### config.mk
export PLATFORM = sky130hd
export DESIGN_NAME = nea_lane
export DESIGN_NICKNAME = d
export VERILOG_FILES = /design/src/rtl/normal_equation_accumulator_assert.svh /design/src/rtl/nea_lane.sv
export SDC_FILE = /design/constraint.sdc
export NUM_CORES = 2
export LEC_CHECK = 0
export BUFFER_PORTS_ARGS = -buffer_cell sky130_fd_sc_hd__buf_2
export CAP_MARGIN = 20
export CORE_MARGIN = 8
export CORE_UTILIZATION = 55
export DETAILED_ROUTE_END_ITERATION = 12
export GPL_TIMING_DRIVEN = 1
export PLACE_DENSITY_LB_ADDON = 0.1
export SLEW_MARGIN = 15
export SYNTH_ARGS = -nofsm -noshare
export SYNTH_HDL_FRONTEND = slang
export SYNTH_SLANG_ARGS = --single-unit
### constraint.sdc
create_clock -name clk -period 20.8 [get_ports clk]
set_input_delay 0 -clock clk [delete_from_list [all_inputs] [get_ports clk]]
set_output_delay 0 -clock clk [all_outputs]
set_load 0.02 [all_outputs]
### src/rtl/normal_equation_accumulator_assert.svh
// Assertion macros for the normal-equation accumulator.
`ifndef NORMAL_EQUATION_ACCUMULATOR_ASSERT_SVH
`define NORMAL_EQUATION_ACCUMULATOR_ASSERT_SVH
`define NEA_ASSERT_IMPL(lbl, a, b) lbl: assert property (@(posedge clk) disable iff (!rst_n) \
  (a) |-> (b)) else $error("assertion failed");
`define NEA_ASSERT_NEXT(lbl, a, b) lbl: assert property (@(posedge clk) disable iff (!rst_n) \
  (a) |=> (b)) else $error("assertion failed");
`endif

### src/rtl/nea_lane.sv
// One multiply lane: a registered signed 24 by 24 product, sign-extended to 64 bits.
`timescale 1ns / 1ps
module nea_lane (
  input  logic               clk,
  input  logic signed [23:0] a,
  input  logic signed [23:0] b,
  output logic signed [63:0] prod_r
);
  logic signed [47:0] p;
  assign p = a * b;
  always_ff @(posedge clk) begin
    prod_r <= {{16{p[47]}}, p};
  end
endmodule

==> flow_summary.yaml <==
worst_hold_path:
  whs_path_depth: 2
  min-delay-start: "b[0]"
  hold_path.class: "primary input to flop"
  min_to: "prod_r[0]$_DFF_P_"
placement:
  place_hpwl_um: 47680
  portBuffers: 112
  place_ws_ns: 13.41
  dp.cells: 2893
  place.gp.congestion: 0.8656
setup_path:
  path_delay_family: "adder cells"
  crit_type: "primary input to flop"
  crit_path_start_kind: "primary input"
  crit_slowest_cell: "clkinv_1"
  worstPathRequired_ns: 20.96
  crit_chain: "buf_2 -> clkinv_1 -> nor2_1 -> fa_1 -> fa_1 -> fa_1 -> fa_1 -> fa_1 -> fa_1 -> inv_1 -> fa_1 -> inv_1 -> ha_1 -> nand2_1 -> nor3_1 -> nand4_1 -> a311oi_1 -> nor2_1 -> o31ai_1 -> o31a_1 -> o211ai_1"
  critPathMaxStageDelay_ns: 0.62
  end_kind: "flop"
  path_max_fanout: 19
  cpMostUsedCell: "fa_1"
  arrival_ns: 7.44
  worst-path-buf-inv: 4
synth:
  synthAdderAreaFrac_pct: 62.08
  yosysSeqAreaShare_pct: 4.314
  ys_warn_count: 0
  synth_compound_area_share_pct: 4.151
  synth_area_leaders: "fa_1 (55%), inv_1 (10%), and2_1 (7.7%)"
  synth-simple-area-share_pct: 15.03
  synth_top_family_by_area: "adder cells"
  syn_area_per_cell_um2: 9.390
  synth_edf_count: 0
  synth_seq_cells: 48
  ys_types: 51
  yosysTopAreaCellShare_pct: 54.56
  synthArstFlopShare_pct: 0
  synthMuxAreaShare_pct: 0.05056
  syn-cell-area_um2: 22270
  synth_common_cells: "fa_1 (607), inv_1 (598), nand2_1 (305)"
  synth.net_count: 3162
  yosysTopAreaCell: "fa_1"
  synthCells: 2372
  synth_xor_area_share_pct: 2.005
  synth.most_common_cell: "fa_1"
  ys.flop_type: "dfxtp_1"
global_route:
  grt_pass1_vias: 17301
  grt_max_degree: 25
  grt_antenna_before_repair: 1
  grt-ovfl-total: 0
  grt_pass1_wl_um: 91930
  grt_use_total_pct: 24.87
timing:
  rsz0062_at_grt: "no"
  relSlewSlack_pct: 43.66
  setup_slack_ns: 13.52
  fin_setup_tns_ns: 0
  finalCritPeriodShare_pct: 35.00
  tightest_slew_ns: 0.8237
  max_freq_mhz: 137.4
  drv_slew: 0
  setup_viol: 0
  fin_crit_ns: 7.280
  hold_viol: 0
floorplanning:
  design.core.area_um2: 39820
  die-area_um2: 47190
  die_height_um: 217.2
  start_util_pct: 55.93
  io_pins: 113
  die_w_um: 217.2
  rows: 73
final_layout:
  top_regs: "prod_r x48"
  final_cell_count_no_fill: 2902
  nNetsFinal: 3165
  post-route-util_pct: 58.17
  top_register: "prod_r"
  largest_register_ffs: 48
  fillers: 3681
  syn_to_final_growth_pct: 3.999
  drive_gt1_share_pct: 5.513
clock_tree:
  cts.clk_slew.worst_paths_ns: 0.07
  cts_root_buf: "clkbuf_16"
  ctsResizeCount: 0
  tritoncts: "done"
  htree_levels: 2
  cts_buffers: 5
  clock-sinks: 48
  clock_path_buffers: 2
  post-cts-setup-buffers: 0
  cts_hold_buf: 0
drt:
  wl_per_cell_um: 19.73
  dr.pass1.iters: 8
  antenna_left: 0
  drt_iter0_markers: 821
  drt_wl_total_um: 57250
  drc: 0
  avgViaCountPerCell: 5.392
  via_count: 15649
outcome:
  status: "finished, final reports clean"
job:
  drv_cap: 0
## cells in the final DEF (no fill, tap or decap), types with 11 or more instances in the layout
cell type	instances
xnor2_1	40
nand2b_1	12
fa_1	607
nand2_1	305
a21oi_1	42
ha_1	134
xor2_1	11
a21o_1	21
buf_2	112
dfxtp_1	48
o21ai_0	20
nor2_1	48
and2_1	273
inv_1	598
## metrics by stage
| stage | hold WS [ns] | cell area [um^2] |
|---|---|---|
| after floorplan | 0.1273 | 22270 |
| after global placement | 0.4184 | 22980 |
| after detailed placement | 0.4165 | 22980 |
| after CTS | 0.2067 | 23160 |
| after global routing | 0.2347 | 23160 |
| final | 0.2279 | 23160 |
## cell families after synthesis
kind of cell	count (synthesis)
AOI/OAI and AO/OA	138
xor gates and xnor gates	51
adders and majority gates	741
buffers and inverters	715
DFF	48
muxes	1
and+or+nand+nor	678
## routing by layer
metal / track usage [%] / part of all wire (%) / up-vias
met5: 0 / 0 / -
met4: 9.874 / 4.3 / 0
met3: 3.121 / 4.3 / 133
met2: 46.13 / 55 / 433
met1: 28.84 / 37 / 8285
li1: - / - / 6798
## final cells by class
| class | count | area, um^2 | area share (%) |
|---|---|---|---|
| Sequential cell | 48 | 960.9 | 4.148 |
| Antenna cell | 1 | 2.502 | 0.01080 |
| Inverter | 599 | 2248 | 9.706 |
| Clock buffer | 6 | 138.9 | 0.5995 |
| Tap cell | 525 | 656.9 | 2.836 |
| Multi-Input combinational cell | 1609 | 18560 | 80.11 |
| Timing Repair Buffer | 112 | 560.5 | 2.420 |
| Clock inverter | 2 | 38.79 | 0.1674 |
## how the worst max path moves through the flow
stage,from,to,slack (ns),cells after the start
after floorplan,a[23],prod_r[44]$_DFF_P_,14.03,22
after global placement,b[23],prod_r[45]$_DFF_P_,13.52,21
after detailed placement,b[23],prod_r[45]$_DFF_P_,13.41,21
after CTS,b[23],prod_r[45]$_DFF_P_,13.68,21
after global routing,b[23],prod_r[45]$_DFF_P_,13.27,21
final,b[23],prod_r[45]$_DFF_P_,13.52,21
Power is left out: the tool's default activity adds up to more than one toggle a clock period on the data nets, which glitch-free logic cannot reach.
