===== config.mk =====
export PLATFORM = sky130hd
export DESIGN_NAME = nea_merge
export DESIGN_NICKNAME = d
export VERILOG_FILES = /design/src/rtl/normal_equation_accumulator_assert.svh /design/src/rtl/nea_pkg.sv /design/src/rtl/nea_merge.sv
export SDC_FILE = /design/constraint.sdc
export NUM_CORES = 2
export LEC_CHECK = 0
export ABC_AREA = 1
export BUFFER_PORTS_ARGS = -buffer_cell sky130_fd_sc_hd__buf_2
export CORE_AREA = 3 3 607 609
export DETAILED_ROUTE_END_ITERATION = 7
export DIE_AREA = 0 0 610 612
export PLACE_DENSITY_LB_ADDON = 0.12
export SLEW_MARGIN = 20
export SYNTH_ARGS = -nofsm -noshare
export SYNTH_HDL_FRONTEND = slang
export SYNTH_SLANG_ARGS = --single-unit

===== constraint.sdc =====
create_clock -name vclk -period 5.5
set_clock_uncertainty 0.2 [all_clocks]
set_input_delay 0.55 -clock vclk [all_inputs]
set_output_delay 0.55 -clock vclk [all_outputs]
set_load 0.03 [all_outputs]

===== src/rtl/normal_equation_accumulator_assert.svh =====
// Assertion macros for the normal-equation accumulator.
`ifndef NORMAL_EQUATION_ACCUMULATOR_ASSERT_SVH
`define NORMAL_EQUATION_ACCUMULATOR_ASSERT_SVH
`define NEA_ASSERT_IMPL(lbl, a, b) lbl: assert property (@(posedge clk) disable iff (!rst_n) \
  (a) |-> (b)) else $error("assertion failed");
`define NEA_ASSERT_NEXT(lbl, a, b) lbl: assert property (@(posedge clk) disable iff (!rst_n) \
  (a) |=> (b)) else $error("assertion failed");
`endif


===== src/rtl/nea_pkg.sv =====
// Package of types and constants for the normal-equation accumulator.
`timescale 1ns / 1ps
package nea_pkg;
  localparam int NPAR_DEF = 8;
  localparam int MAX_RES = 45;
  localparam logic [1:0] OP_CLEAR = 2'd0;
  localparam logic [1:0] OP_ACC = 2'd1;
  localparam logic [1:0] OP_READ = 2'd2;
  localparam logic [1:0] OP_NONE = 2'd3;
  localparam logic [1:0] KIND_OBJ = 2'd0;
  localparam logic [1:0] KIND_GRAD = 2'd1;
  localparam logic [1:0] KIND_CURV = 2'd2;
  localparam logic [1:0] KIND_NONE = 2'd3;
  localparam logic [1:0] CFG_MODE = 2'd0;
  localparam logic [1:0] CFG_MASK = 2'd1;
  localparam logic [1:0] CFG_NACT = 2'd2;
  typedef enum logic [1:0] {ST_IDLE, ST_ACC, ST_READ} state_t;
  typedef struct packed {
    logic [1:0] op;
    logic signed [23:0] residual;
    logic signed [23:0] grad_0;
    logic signed [23:0] grad_1;
    logic signed [23:0] grad_2;
    logic signed [23:0] grad_3;
    logic signed [23:0] grad_4;
    logic signed [23:0] grad_5;
    logic signed [23:0] grad_6;
    logic signed [23:0] grad_7;
  } in_item_t;
  typedef struct packed {
    logic [1:0] kind;
    logic [2:0] row;
    logic [2:0] col;
    logic signed [63:0] value;
    logic last;
  } out_item_t;
  function automatic logic signed [63:0] sat_add(input logic signed [63:0] a,
                                                 input logic signed [63:0] b);
    logic signed [64:0] s;
    s = {a[63], a} + {b[63], b};
    if (s[64] != s[63]) sat_add = s[64] ? {1'b1, 63'd0} : {1'b0, {63{1'b1}}};
    else sat_add = s[63:0];
  endfunction
endpackage


===== src/rtl/nea_merge.sv =====
// Merging stage: saturating adds of the lane products into one curvature row.
`timescale 1ns / 1ps
module nea_merge #(
  parameter int NPAR = nea_pkg::NPAR_DEF
) (
  input  logic [NPAR*64-1:0] acc_in,
  input  logic [NPAR*64-1:0] prod_in,
  input  logic [NPAR-1:0]    en,
  output logic [NPAR*64-1:0] acc_out
);
  always_comb begin
    for (int k = 0; k < NPAR; k++) begin
      acc_out[k*64 +: 64] = en[k] ?
        nea_pkg::sat_add(acc_in[k*64 +: 64], prod_in[k*64 +: 64]) : acc_in[k*64 +: 64];
    end
  end
endmodule


==> metrics.txt <==
crit-path cells=buf_2 > ha_1 > nand2_1 > nor2_1 > nand2_1 > nor3_1 > nand2_1 > nand2_1 > nand2_1 > nand3_1 > nand2_1 > nand2_4 > nand3_1 > a21oi_1 > buf_2; Cells after Synth=around 11,000; Crit path required time=approximately 4800 ps; CTS Hold Bufs=0; post_cts resized=0; via count=about 71,000; antenna violations before repair=78; vias in the first global route=~71,000; setup violators final=0; drt wl/cell=23.2 µm; crit path kind=input pin to output pin; clock buf count=0; final wirelength=slightly below 400,000 µm; Worst setup startpoint=acc_in[20]; setup TNS=0 ps; overall routing resource usage=about a fifth; most frequent CP cell=nand2_1; share of cells above drive strength 1=around 15%; drc violations=0; core area=363,000 µm²; syn_nets=between 10,000 and 15,000; crit path time final=roughly 5000 ps; DR vias/cell=4.22; MaxCap Viol Count=0; First DRT Iteration DRCs=4,654; critical path peak fanout=20; Initial Util=between 10 and 15%; worst rel slew slack=a little under two fifths; YS warnings=0; largest net degree at the start of global routing=67; synthesized cell area=slightly above 50,000 µm²; input/output buffers=around 1,500; Hold Fails Final Rpt=0; row count=~220; DP Worst Slack=279 ps; Slew Viols, Final=0; die width=610 µm; CP Launch Type=input pin; number of post-CTS setup repair buffers=0; first-pass GRT wire length=535,000 µm; Die ar.=roughly 370,000 µm²; Critical Path AT=between 4000 and 5000 ps; Area Overhead vs Synth=27.0%; count of flip-flops and latches=0; die height=612 µm; RSZ-0062 raised after global routing=false; register area share after synthesis=0%; GRT overflow=0; crit end category=output pin; Worst Hold Launch=acc_in[202]; Cell variety after synth=34; worst setup path endpoint=acc_out[61]; Mean Syn Cell Area=between 4 and 5 µm²; DP Area=around 64,000 µm²; FF/Latch Area=0 µm²; CP max-delay cell=ha_1; status=finished, final reports clean; Final HPWL DP=roughly 360,000 µm; 1st-pass router iterations=6; Tcrit/Tclk final=91.1%; worst slew pin tran=roughly 940 ps; # nets final=about 14,000; Antenna Nets Post-Route=0; Max Clock Freq=0.200 GHz; routability cong.=around 0.95; Worst Hold Class=input pin to output pin; Design Area, Final=about 64,000 µm²; IO Pins=around 1,500; Final WS setup=approximately 490 ps; CP peak stage delay=600 ps
==> cells in the mapped netlist (16+ instances only) <==
master | n | area [µm²]
nand4_1 | 18 | 113
nand3_1 | 635 | 3180
nand2_1 | 3947 | 14800
xor2_1 | 232 | 2030
nor3_1 | 118 | 591
a21oi_1 | 1072 | 5370
nor2_1 | 1448 | 5440
o211ai_1 | 16 | 120
o21bai_1 | 208 | 1560
buf_4 | 23 | 173
xnor2_1 | 48 | 420
buf_6 | 49 | 552
buf_2 | 34 | 170
o21ai_0 | 165 | 826
clkbuf_1 | 54 | 203
and2_1 | 16 | 100
nand2_2 | 56 | 350
inv_1 | 1720 | 6460
a21o_1 | 24 | 180
ha_1 | 512 | 6410
nor4_1 | 32 | 200
a21oi_2 | 59 | 517
==> critical path: cells and delay by family <==
| kind | cells | cell delay [ps] |
|---|---|---|
| buffers and inverters | 2 | 350 |
| and+or+nand+nor | 11 | 2460 |
| AOI/OAI and AO/OA | 1 | 260 |
| adders and majority gates | 1 | 600 |
==> placed cells by master (no fill, tap or decap), types with 8 or more instances in the layout <==
master / count
a21oi_2: 59
a21oi_4: 8
or2_1: 12
nand4_1: 18
nand3_1: 635
nor3_2: 10
nor2_1: 1448
o21ai_0: 164
nor4_1: 32
nor3_1: 118
nand3b_1: 9
buf_2: 1543
xor2_1: 232
xnor2_1: 48
a21boi_0: 8
a21o_1: 24
and3_1: 15
buf_12: 15
diode_2: 38
ha_1: 512
and2_1: 16
nand2_1: 3947
o21bai_1: 208
nand2_2: 55
a21oi_1: 1072
inv_1: 1720
o211ai_1: 16
buf_4: 82
fa_1: 8
==> area by class of cell <==
type	count	area (µm²)
diodes	38	95.1
fillers	44200	299000
inverters	1720	6460
well taps	4794	6000
multi-input cells	8686	43000
repair buffers	1640	8640
==> kinds of logic after synthesis <==
family,synth area share [%]
AO/OA/AOI/OAI,17.4
buffers and inverters,15.0
XOR/XNOR,4.85
AND/OR/NAND/NOR,49.8
adder cells (fa/ha/maj),13.0
==> worst min-delay path by stage <==
stage / endpoint / slack [ps] / depth (start not counted)
after detailed placement: acc_out[130] / 1290 / 4
after global placement: acc_out[259] / 1290 / 4
final: acc_out[202] / 1290 / 4
after CTS: acc_out[37] / 1290 / 4
after global routing: acc_out[67] / 1310 / 4
after floorplan: acc_out[214] / 1090 / 2
==> per-layer routing <==
metal | vias up | global-route usage [%] | routed length [µm]
met5 | - | 0 | 145
met4 | 22 | 5.62 | 13500
met3 | 339 | 1.45 | 14600
met2 | 1939 | 36.3 | 195000
met1 | 32900 | 24.6 | 168000
li1 | 36100 | - | -
==> stage by stage <==
step	util (%)	hold WS (ps)	instances
after floorplan	-	1090	10600
after global placement	17.7	1290	16800
after detailed placement	17.7	1290	16800
after CTS	17.7	1290	16800
after global routing	17.7	1310	16900
final	17.7	1290	16900
